### config.mk
export PLATFORM = sky130hd
export DESIGN_NAME = led_matrix_frame_serializer
export DESIGN_NICKNAME = d
export VERILOG_FILES = /design/src/sv/lmfs_pkg.sv /design/src/sv/lmfs_store.sv /design/src/sv/lmfs_seq.sv /design/src/sv/led_matrix_frame_serializer.sv
export SDC_FILE = /design/constraint.sdc
export NUM_CORES = 1
export LEC_CHECK = 0
export BUFFER_PORTS_ARGS = -buffer_cell sky130_fd_sc_hd__buf_4
export CAP_MARGIN = 30
export CELL_PAD_IN_SITES_DETAIL_PLACEMENT = 2
export CELL_PAD_IN_SITES_GLOBAL_PLACEMENT = 2
export CORE_MARGIN = 2
export CORE_UTILIZATION = 39
export DETAILED_ROUTE_END_ITERATION = 6
export PLACE_DENSITY_LB_ADDON = 0.1
export SETUP_SLACK_MARGIN = 0.4
export SLEW_MARGIN = 5
export SYNTH_ARGS = -nofsm -noshare
export SYNTH_HDL_FRONTEND = slang
export SYNTH_SLANG_ARGS = --single-unit
### constraint.sdc
create_clock -name clk_i -period 3.5 [get_ports clk_i]
set_input_delay 0.35 -clock clk_i [delete_from_list [all_inputs] [get_ports clk_i]]
set_output_delay 0.35 -clock clk_i [all_outputs]
set_load 0.005 [all_outputs]
### src/sv/lmfs_pkg.sv
// Package for the two-wire LED matrix frame sender.
// Holds request codes, sequencer phase type, register indexes and reset values.
// No dependencies.
package lmfs_pkg;

  localparam int unsigned FrameBytesDef = 16;
  localparam int unsigned StoreDepth    = 16;
  localparam int unsigned IdxW          = 4;
  localparam int unsigned CntW          = 5;

  localparam logic [7:0] AddrCmdRst = 8'hC0;
  localparam logic [7:0] CtrlCmdRst = 8'h8A;
  localparam logic [7:0] HalfRst    = 8'd3;

  typedef enum logic [1:0] {
    REQ_TICK  = 2'd0,
    REQ_WRITE = 2'd1,
    REQ_SEND  = 2'd2,
    REQ_BLANK = 2'd3
  } req_e;

  typedef enum logic [1:0] {
    CFG_ADDR_CMD = 2'd0,
    CFG_CTRL_CMD = 2'd1,
    CFG_HALF     = 2'd2
  } cfg_idx_e;

  typedef enum logic [2:0] {
    PH_IDLE = 3'd0,
    PH_S1   = 3'd1,
    PH_S2   = 3'd2,
    PH_LO   = 3'd3,
    PH_HI   = 3'd4,
    PH_E1   = 3'd5,
    PH_E2   = 3'd6,
    PH_E3   = 3'd7
  } phase_e;

  typedef struct packed {
    logic clock_pin;
    logic data_pin;
    logic busy;
    logic rejected;
  } res_t;

endpackage

### src/sv/lmfs_store.sv
// Pattern store: 16 column bytes, cleared at reset.
// One write port, one registered read port. Depends on lmfs_pkg.
module lmfs_store
  import lmfs_pkg::*;
(
  input  logic            clk_i,
  input  logic            rst_ni,
  input  logic            we_i,
  input  logic [IdxW-1:0] widx_i,
  input  logic [7:0]      wdata_i,
  input  logic [IdxW-1:0] ridx_i,
  output logic [7:0]      rdata_o
);

  logic [7:0] mem_q [StoreDepth];
  logic [7:0] rdata_q;

  always_ff @(posedge clk_i or negedge rst_ni) begin
    if (!rst_ni) begin
      for (int i = 0; i < StoreDepth; i++) begin
        mem_q[i] <= '0;
      end
    end else if (we_i) begin
      mem_q[widx_i] <= wdata_i;
    end
  end

  always_ff @(posedge clk_i or negedge rst_ni) begin
    if (!rst_ni) begin
      rdata_q <= '0;
    end else begin
      rdata_q <= mem_q[ridx_i];
    end
  end

  assign rdata_o = rdata_q;

endmodule

### src/sv/lmfs_seq.sv
// Frame sequencer: phase, byte/bit/tick counters and shift byte.
// Produces next pin levels and status per item. Depends on lmfs_pkg.
module lmfs_seq
  import lmfs_pkg::*;
#(
  parameter int unsigned FRAME_BYTES = FrameBytesDef
) (
  input  logic            clk_i,
  input  logic            rst_ni,
  input  logic            step_i,
  input  logic [1:0]      req_i,
  input  logic [7:0]      addr_cmd_i,
  input  logic [7:0]      ctrl_cmd_i,
  input  logic [7:0]      half_i,
  input  logic [7:0]      store_data_i,
  output logic [IdxW-1:0] store_ridx_o,
  output logic            busy_o,
  output res_t            res_o
);

  localparam logic [CntW-1:0] LastPat = CntW'(FRAME_BYTES);
  localparam logic [CntW-1:0] EndCnt  = CntW'(FRAME_BYTES + 1);

  phase_e          phase_q, phase_d;
  logic [CntW-1:0] byte_q, byte_d;
  logic [2:0]      bit_q, bit_d;
  logic [7:0]      tick_q, tick_d;
  logic [7:0]      shift_q, shift_d;
  logic            blank_q, blank_d;

  logic [CntW-1:0] byte_inc;
  logic [CntW-1:0] load_cnt;
  logic [7:0]      load_byte;
  logic [8:0]      tick_inc;
  logic [7:0]      hp;
  logic            rej;

  assign busy_o   = (phase_q != PH_IDLE);
  assign byte_inc = byte_q + CntW'(1);
  assign load_cnt = (phase_q == PH_S2) ? byte_q : byte_inc;
  // store read is registered; pattern loads use the entry at the byte count, or zero when blanking
  assign store_ridx_o = byte_d[IdxW-1:0];

  always_comb begin
    if (load_cnt == '0) begin
      load_byte = addr_cmd_i;
    end else if (load_cnt <= LastPat) begin
      load_byte = blank_q ? 8'h00 : store_data_i;
    end else begin
      load_byte = ctrl_cmd_i;
    end
  end

  assign hp       = (half_i == 8'd0) ? 8'd1 : half_i;
  assign tick_inc = {1'b0, tick_q} + 9'd1;

  // next state
  always_comb begin
    phase_d = phase_q;
    byte_d  = byte_q;
    bit_d   = bit_q;
    tick_d  = tick_q;
    shift_d = shift_q;
    blank_d = blank_q;
    rej     = 1'b0;
    if (step_i) begin
      if (phase_q != PH_IDLE) begin
        rej = (req_i != REQ_TICK);
        if (tick_inc >= {1'b0, hp}) begin
          tick_d = '0;
          unique case (phase_q)
            PH_S1: phase_d = PH_S2;
            PH_S2: begin
              bit_d   = '0;
              shift_d = load_byte;
              phase_d = PH_LO;
            end
            PH_LO: phase_d = PH_HI;
            PH_HI: begin
              if (bit_q != 3'd7) begin
                bit_d   = bit_q + 3'd1;
                shift_d = {1'b0, shift_q[7:1]};
                phase_d = PH_LO;
              end else begin
                bit_d  = '0;
                byte_d = byte_inc;
                if (byte_inc >= EndCnt) begin
                  phase_d = PH_E1;
                end else begin
                  shift_d = load_byte;
                  phase_d = PH_LO;
                end
              end
            end
            PH_E1: phase_d = PH_E2;
            PH_E2: phase_d = PH_E3;
            PH_E3: begin
              if (byte_q == EndCnt) begin
                phase_d = PH_S1;
              end else begin
                byte_d  = '0;
                shift_d = '0;
                blank_d = 1'b0;
                phase_d = PH_IDLE;
              end
            end
            default: phase_d = PH_IDLE;
          endcase
        end else begin
          tick_d = tick_inc[7:0];
        end
      end else if (req_i == REQ_SEND || req_i == REQ_BLANK) begin
        blank_d = (req_i == REQ_BLANK);
        byte_d  = '0;
        bit_d   = '0;
        shift_d = '0;
        tick_d  = '0;
        phase_d = PH_S1;
      end
    end
  end

  // outputs: pin levels after this item
  always_comb begin
    res_o.busy     = (phase_d != PH_IDLE);
    res_o.rejected = rej;
    unique case (phase_d)
      PH_S2: begin
        res_o.clock_pin = 1'b1;
        res_o.data_pin  = 1'b0;
      end
      PH_LO: begin
        res_o.clock_pin = 1'b0;
        res_o.data_pin  = shift_d[0];
      end
      PH_HI: begin
        res_o.clock_pin = 1'b1;
        res_o.data_pin  = shift_d[0];
      end
      PH_E1: begin
        res_o.clock_pin = 1'b0;
        res_o.data_pin  = 1'b0;
      end
      PH_E2: begin
        res_o.clock_pin = 1'b1;
        res_o.data_pin  = 1'b0;
      end
      default: begin
        res_o.clock_pin = 1'b1;
        res_o.data_pin  = 1'b1;
      end
    endcase
  end

  always_ff @(posedge clk_i or negedge rst_ni) begin
    if (!rst_ni) begin
      phase_q <= PH_IDLE;
      byte_q  <= '0;
      bit_q   <= '0;
      tick_q  <= '0;
      shift_q <= '0;
      blank_q <= 1'b0;
    end else begin
      phase_q <= phase_d;
      byte_q  <= byte_d;
      bit_q   <= bit_d;
      tick_q  <= tick_d;
      shift_q <= shift_d;
      blank_q <= blank_d;
    end
  end

endmodule

### src/sv/led_matrix_frame_serializer.sv
// Two-wire LED matrix frame sender, top level.
// Config registers, input handshake, output register. Uses lmfs_pkg,
// lmfs_store and lmfs_seq.
//
// Usage: every input item (tick, write, send, blank send) yields exactly one
// result item carrying the clock and data pin levels after that item, a busy
// flag and a rejected flag. Ticks pace the frame: each pin phase holds for
// half_period_ticks items. Write and send are honored only while idle;
// while a frame is out they are flagged rejected and count as ticks.
// The result is in the output register the cycle after the item is
// accepted. Throughput: one item per cycle while results are taken, set
// by the single output register; in_ready_o stays high while the output is
// empty or being taken in the same cycle.
// Receiver stall: the result holds in the output register and in_ready_o
// drops until it is taken; no state advances meanwhile.
// Reset: pattern store cleared, sequencer idle, result register not reset,
// registers at 0xC0 / 0x8A / 3, no result pending.
// Config writes take effect on the edge where cfg_we_i is high.
module led_matrix_frame_serializer
  import lmfs_pkg::*;
#(
  parameter int unsigned FRAME_BYTES = FrameBytesDef
) (
  input  logic            clk_i,
  input  logic            rst_ni,
  input  logic            cfg_we_i,
  input  logic [1:0]      cfg_idx_i,
  input  logic [7:0]      cfg_wdata_i,
  input  logic            in_valid_i,
  output logic            in_ready_o,
  input  logic [1:0]      req_type_i,
  input  logic [IdxW-1:0] byte_index_i,
  input  logic [7:0]      byte_value_i,
  output logic            out_valid_o,
  input  logic            out_ready_i,
  output logic            clock_pin_o,
  output logic            data_pin_o,
  output logic            busy_res_o,
  output logic            rejected_o
);

  logic [7:0]      addr_cmd_q, ctrl_cmd_q, half_q;
  logic            out_valid_q, out_valid_d;
  res_t            res_q, res_d;
  logic            in_acc;
  logic            busy;
  logic            store_we;
  logic [IdxW-1:0] store_ridx;
  logic [7:0]      store_rdata;

  always_ff @(posedge clk_i or negedge rst_ni) begin
    if (!rst_ni) begin
      addr_cmd_q <= AddrCmdRst;
      ctrl_cmd_q <= CtrlCmdRst;
      half_q     <= HalfRst;
    end else if (cfg_we_i) begin
      unique case (cfg_idx_i)
        CFG_ADDR_CMD: addr_cmd_q <= cfg_wdata_i;
        CFG_CTRL_CMD: ctrl_cmd_q <= cfg_wdata_i;
        CFG_HALF:     half_q     <= cfg_wdata_i;
        default: ;
      endcase
    end
  end

  assign in_ready_o = !out_valid_q || out_ready_i;
  assign in_acc     = in_valid_i && in_ready_o;
  assign store_we   = in_acc && !busy && (req_type_i == REQ_WRITE);

  lmfs_store u_store (
    .clk_i   (clk_i),
    .rst_ni  (rst_ni),
    .we_i    (store_we),
    .widx_i  (byte_index_i),
    .wdata_i (byte_value_i),
    .ridx_i  (store_ridx),
    .rdata_o (store_rdata)
  );

  lmfs_seq #(
    .FRAME_BYTES (FRAME_BYTES)
  ) u_seq (
    .clk_i        (clk_i),
    .rst_ni       (rst_ni),
    .step_i       (in_acc),
    .req_i        (req_type_i),
    .addr_cmd_i   (addr_cmd_q),
    .ctrl_cmd_i   (ctrl_cmd_q),
    .half_i       (half_q),
    .store_data_i (store_rdata),
    .store_ridx_o (store_ridx),
    .busy_o       (busy),
    .res_o        (res_d)
  );

  always_comb begin
    if (in_acc) begin
      out_valid_d = 1'b1;
    end else if (out_ready_i) begin
      out_valid_d = 1'b0;
    end else begin
      out_valid_d = out_valid_q;
    end
  end

  always_ff @(posedge clk_i or negedge rst_ni) begin
    if (!rst_ni) begin
      out_valid_q <= 1'b0;
    end else begin
      out_valid_q <= out_valid_d;
    end
  end

  always_ff @(posedge clk_i) begin
    if (in_acc) begin
      res_q <= res_d;
    end
  end

  assign out_valid_o = out_valid_q;
  assign clock_pin_o = res_q.clock_pin;
  assign data_pin_o  = res_q.data_pin;
  assign busy_res_o  = res_q.busy;
  assign rejected_o  = res_q.rejected;

endmodule

# [After elaboration in Yosys (flattened, before gate mapping)]
# Cells that the tools add are included.
[word_totals] inputBits=29 out_inout_bits=6 elab_cells=147 register_bits=193 ram_bits=0 latchBits=0 n_memories=0 mem_bits_ro=0
[op_classes] n_eq_ne=28 bitwise_logic=2 n_addsub=3 shift=0 div_mod_pow=0 order_cmp=6 reduce_logical=25 multipliers=0 mux=50
[ops] op="128-bit bitwise mux" n=1
[ops] op="8-bit 2-to-1 mux" n=16
[ops] op="8-bit binary-select mux with 4-bit select" n=1
[ops] op="8-bit demux with 4-bit select" n=1
[ops] op="3-bit 2-to-1 mux" n=10
[ops] op="5-bit 2-to-1 mux" n=6
[ops] op="8-bit case mux with 3 select lines" n=1
[ops] op="3-bit equality test, second input constant" n=7
[ops] op="3-bit case mux with 7 select lines" n=1
[ops] op="5-bit >= comparator, second input constant" n=3
[ops] op="3-bit by 2-bit equality test with 1-bit output, second input constant" n=4
[ops] op="6-bit AND reduction" n=2
[ops] op="4-bit inverter with 5-bit output" n=2
[ops] op="5-bit case mux with 2 select lines" n=1
[ops] op="8-bit by 1-bit adder with 9-bit output, second input constant" n=1
[ops] op="9-bit by 8-bit >= comparator with 1-bit output" n=1
[ops] op="1-bit 2-to-1 mux" n=9
[ops] op="3-bit inequality test, second input constant" n=3
[ops] op="8-bit logical NOT" n=1
[ops] op="2-bit case mux with 4 select lines" n=1
[ops] op="2-bit AND reduction" n=4
[ops] op="2-bit equality test, second input constant" n=3
[ops] op="3-bit by 1-bit inequality test with 1-bit output, second input constant" n=2
[ops] op="3-bit case mux with 2 select lines" n=1
[ops] op="other kinds (22)" n=32

# [Depth between registers and ports, before layout]
[logic_depth] ltp_word=12 ltp_mapped=16 ltp_nobuf=13

# [Modules after synthesis]
# Synthesis repeated with hierarchy kept, for this count alone.
[hier_totals] cells_unflattened=729 hier_area_um2=9537.9
[modules_own_cells] mod="lmfs_store" cells_per_inst=372 instances=1 area_per_inst_um2=5998.3 seq_area_each_um2=3403.3
[modules_own_cells] mod="lmfs_seq" cells_per_inst=296 instances=1 area_per_inst_um2=2442.3 seq_area_each_um2=700.7
[modules_own_cells] mod="led_matrix_frame_serializer" cells_per_inst=61 instances=1 area_per_inst_um2=1097.3 seq_area_each_um2=754.5

# [Worst setup path before layout]
# Ideal clock, no wire load.
[synth_path] path_type="register -> register" start="reg u_seq.tick_q[2]" end="reg u_store.rdata_q[0], in the netlist u_store.rdata_o[0]" stages_incl_launch_ff=17 n_path_buf=3 synth_period_minus_slack_ns=3.805 setup_ns=0.139 setup_slack_ns=-0.305 arrival_time_ns=3.666 t_required_ns=3.361 cell_sequence="dfrtp_1 > and4_4 > nand4_1 > xnor2_1 > ha_1 > and3_1 > nor2b_1 > or4_4 > buf_6 > nor3_4 > nor3_2 > a21oi_2 > buf_6 > buf_8 > mux2i_1 > o22ai_1 > or4_1"
[synth_between] elab_chain_cells=9
[synth_rtl] element="start: declaration" line_no="lmfs_seq.sv:27" text="logic [7:0] tick_q, tick_d;"
[synth_rtl] element="start signal: assignment" line_no="lmfs_seq.sv:167" text="tick_q <= tick_d;"
[synth_rtl] element="8-bit by 1-bit adder with 9-bit output" line_no="lmfs_seq.sv:55" text="assign tick_inc = {1'b0, tick_q} + 9'd1;"
[synth_rtl] element="9-bit by 8-bit >= comparator with 1-bit output" line_no="lmfs_seq.sv:69" text="if (tick_inc >= {1'b0, hp}) begin"
[synth_rtl] element="5-bit 2-to-1 mux" line_no="lmfs_seq.sv:69"
[synth_rtl] element="5-bit 2-to-1 mux" line_no="lmfs_seq.sv:67" text="if (phase_q != PH_IDLE) begin"
[synth_rtl] element="4-bit 2-to-1 mux" line_no="lmfs_seq.sv:66" text="if (step_i) begin"
[synth_rtl] element="4-bit inverter with 5-bit output (implied by the code)" line_no="lmfs_store.sv:32" text="rdata_q <= mem_q[ridx_i];"
[synth_rtl] element="8-bit binary-select mux with 4-bit select" line_no="lmfs_store.sv:32"
[synth_rtl] element="8-bit 2-to-1 mux (implied by the code) (2 in series)" line_no="lmfs_store.sv:32"
[synth_rtl] element="end signal: assignment" line_no="lmfs_store.sv:32"
[synth_rtl] element="end: declaration" line_no="lmfs_store.sv:16" text="logic [7:0] rdata_q;"
# Every way passes these cells. The select of a mux whose other input is x is not followed.
# A chain may end at the register's enable or synchronous reset.

# [Worst setup path after layout]
[layout_path] start="reg u_seq.tick_q[4]" end="reg u_store.rdata_q[4], in the netlist u_store.rdata_o[4]"
# Same word-level chain as after synthesis.

==> impl_results.md <==
* Status: complete, but fails checks
* Violated checks: hold timing, setup timing
* GR Overflow Total at 0
* Vias at 6,809
* Dpl cell area at 10,700 µm²
* Final core utilization at 0.493
* Detail Route Antenna Nets at 0
* EDFF count, synth at 4
* PwrDens at 503 nW/µm²
* Clock sinks at ~190
* Ratio of cells with drive above 1 in the final layout at 0.447
* Setup-failing EPs final at 9
* Sequential share of power at 0.451
* Area of the multi-input gates at around 4700 µm²
* Mean Syn Cell Area at between 10 and 15 µm²
* Sequential area share after synthesis at 0.507
* WP data required at about 3.8 ns
* Worst reg2reg endpoint: u_store.rdata_o[4]
* Ys Warns at 0
* Max-slew violation count at 0
* Synth Net Count at 811
* Final Critical Period at 4.02 ns
* Clock Tree Buf Depth at 2
* Layout area overhead at 24.7%
* First-pass GRT wire length at 46.7 mm
* Int Pwr at just over 4 mW
* Setup Skew at 0.0175 ns
* Async SR Flop Fraction at 0.979
* Die Ht at 161 µm
* Std-Cell Core Area at approximately 24,000 µm²
* Reg-to-reg critical path startpoint: u_seq.tick_q[4]
* Clk_lat worst skew at approximately 0.45 ns
* Most frequent cells in the layout: 182 x dfrtp_1, 153 x mux2_2, 119 x buf_4
* Setup TNS Final at -3.61 ns
* Post-synth cell types at 69
* Mux share of post-synthesis cell area at 0.249
* Largest family of logic cells by synthesized area: multiplexers
* HP Class: in2async
* Post-Synth XOR/XNOR Area at 0.0119
* CTS tree: built
* Worst-Margin Slew at approximately 0.87 ns
* Htree depth at 4
* Simple-Gate Fraction of Synth Area at 0.0957
* RSZ-0062 raised after global routing: true
* Netlist Area Pre-Place at approximately 9600 µm²
* Vias in the first global route at ~7,800
* Fill count at approximately 2,400
* Inserted Clock Buffers at 17
* Drt drc at 0
* Root buf cell: clkbuf_16
* Clock transition at path regs at approximately 0.080 ns
* Compound-gate portion of the synthesized area at 0.0859
* Fmax achieved at 249 MHz
* Clock Power Share at 0.353
* Max-Cap Viols at 0
* Final HPWL DP at 20.5 mm
* DR WL/cell at 24.8 µm
* Setup ws final at -0.523 ns
* Total track usage at 0.238
* CP startpoint kind: flip-flop
* Initial Utilization at 0.395
* Routability Congestion at 0.791
* Gate power share at 0.195
* N_diodes at 0
* Row count at 57
* R2r worst-path depth at 15
* DR vias/cell at 5.56
* R2R Setup Slk at -0.52 ns
* DR pass1 iterations at 4
* Power Total at 6.01 mW
* Largest net degree at the start of global routing at 103
* Die X at 161 µm
* Hold Fails Final Rpt at 2
* Part of the cycle the worst path needs at 1.15
* Die area at 25,800 µm²
* Sequential cell area at 4860 µm²
* Primary FF master, synth: dfrtp_1
* Critical path class: reg2reg
* Most common library cell in the layout ignoring fill and taps: dfrtp_1
* Iter 0 DRT Violations at slightly below 300
* Post-synthesis cell count at 768
* Fin nets at 931
* Max-slew headroom at 0.419
* Switching Share at 0.315
* Placed cells at 1,171
* Antenna violations before repair at 0
* Switching pwr at approximately 1.9 mW
* Layout Cells excl Fill at 1,225
* Worst hold margin at -0.00949 ns
* Post-synthesis adder-cell area fraction at 0.0183
* Leakage at between 5 and 6 nW
* Post-Place Setup Slack at -0.539 ns
* Worst path arrival time at 4.33 ns
* Seq cells post-synth at approximately 190
* WL final at 30.4 mm
* Crit path max fanout at 11
* Buffers on Ports at 34
* VDD IR-drop max at approximately 0.25 mV
* Finished Cell Area at approximately 12,000 µm²
* Crit. End Element: flip-flop
* Top-level I/O count at 35
-- what timing repair did --
action / CTS / global route
pin swaps: 6 / 7
cloned: 2 / 0
buffers inserted: 13 / 7
resized for setup: 36 / 33
setup endpoints to repair: 22 / 22
hold buffers: 0 / 0
-- final cells by class --
class	instances	area share
well taps	324	0.0339
repair buffers	138	0.103
inverters	18	0.00565
clock buffers	17	0.0356
clock inverters	15	0.0186
multi-input cells	520	0.397
flip-flops and latches	193	0.407
-- worst max-delay path, stage by stage (launching register included) --
cell	delay [ns]
dfrtp_1	0.39
and4_4	0.24
nand4_1	0.13
xnor2_2	0.18
ha_1	0.31
and3_4	0.16
nor2b_4	0.12
or4_4	0.50
nor3_4	0.20
nor3_4	0.08
a21oi_4	0.20
buf_12	0.17
buf_12	0.16
mux2i_1	0.28
o22ai_1	0.22
or4_4	0.54
-- layer usage --
layer  routed length (µm)  GRT usage  vias to the layer above
li1                     -          -                     3075
met3                  518     0.0315                       38
met2                16900      0.451                       79
met1                12200      0.275                     3617
met5                    0          0                        -
met4                  746     0.0812                        0
-- synth_stat cells (7+ instances only) --
cell type    n  area [µm²]
dfrtp_1    182        4550
mux2_2     154        1730
mux2i_1     65         651
o22ai_1     40         250
nand2_1     33         124
nor2_1      23        86.3
clkbuf_1    22        82.6
a21oi_1     19        95.1
nand2b_1    17         106
inv_1       15        56.3
ha_1        14         175
nand3_1     14        70.1
a22o_1      11        96.3
xnor2_1     11        96.3
o21ai_0     10        50.1
nor3_1       9        45.0
o31ai_1      9        67.6
or4_1        8        60.1
dfstp_2      7         184
-- logic make-up after synthesis --
kind of cell | Yosys count
AOI/OAI and AO/OA | 118
xor gates and xnor gates | 13
adders and majority gates | 14
buffers and inverters | 55
DFF | 193
muxes | 219
and+or+nand+nor | 156
-- sequential cells by signal, summed over array words and instances, names as in the netlist, 3 cells and up --
name	count
u_store.mem_q	128
addr_cmd_q	8
ctrl_cmd_q	8
half_q	8
u_seq.shift_q	8
u_seq.tick_q	8
u_store.rdata_o	8
u_seq.byte_q	5
u_seq.bit_q	3
u_seq.phase_q	3
-- power groups by stage --
stage	clock network, mW	registers [mW]	logic, mW
floorplan	0	2.64	0.676
finish	2.12	2.71	1.17
detailed placement	0	2.74	1.09
global route	2.25	2.75	1.29
CTS	2.16	2.70	1.15
global placement	0	2.72	1.02
-- how the worst max path moves through the flow --
stage                          startpoint            endpoint  slack [ns]  depth (start not counted)
after floorplan           u_seq.tick_q[2]  u_store.rdata_o[6]       -0.17                         16
after global placement    u_seq.tick_q[3]  u_store.rdata_o[7]       -0.33                         15
after detailed placement  u_seq.tick_q[4]  u_store.rdata_o[4]       -0.54                         15
after CTS                 u_seq.tick_q[3]  u_store.rdata_o[4]       -0.44                         15
after global routing      u_seq.tick_q[3]  u_store.rdata_o[1]       -0.62                         16
final                     u_seq.tick_q[4]  u_store.rdata_o[4]       -0.52                         15
(Power assumes the default switching activity.)
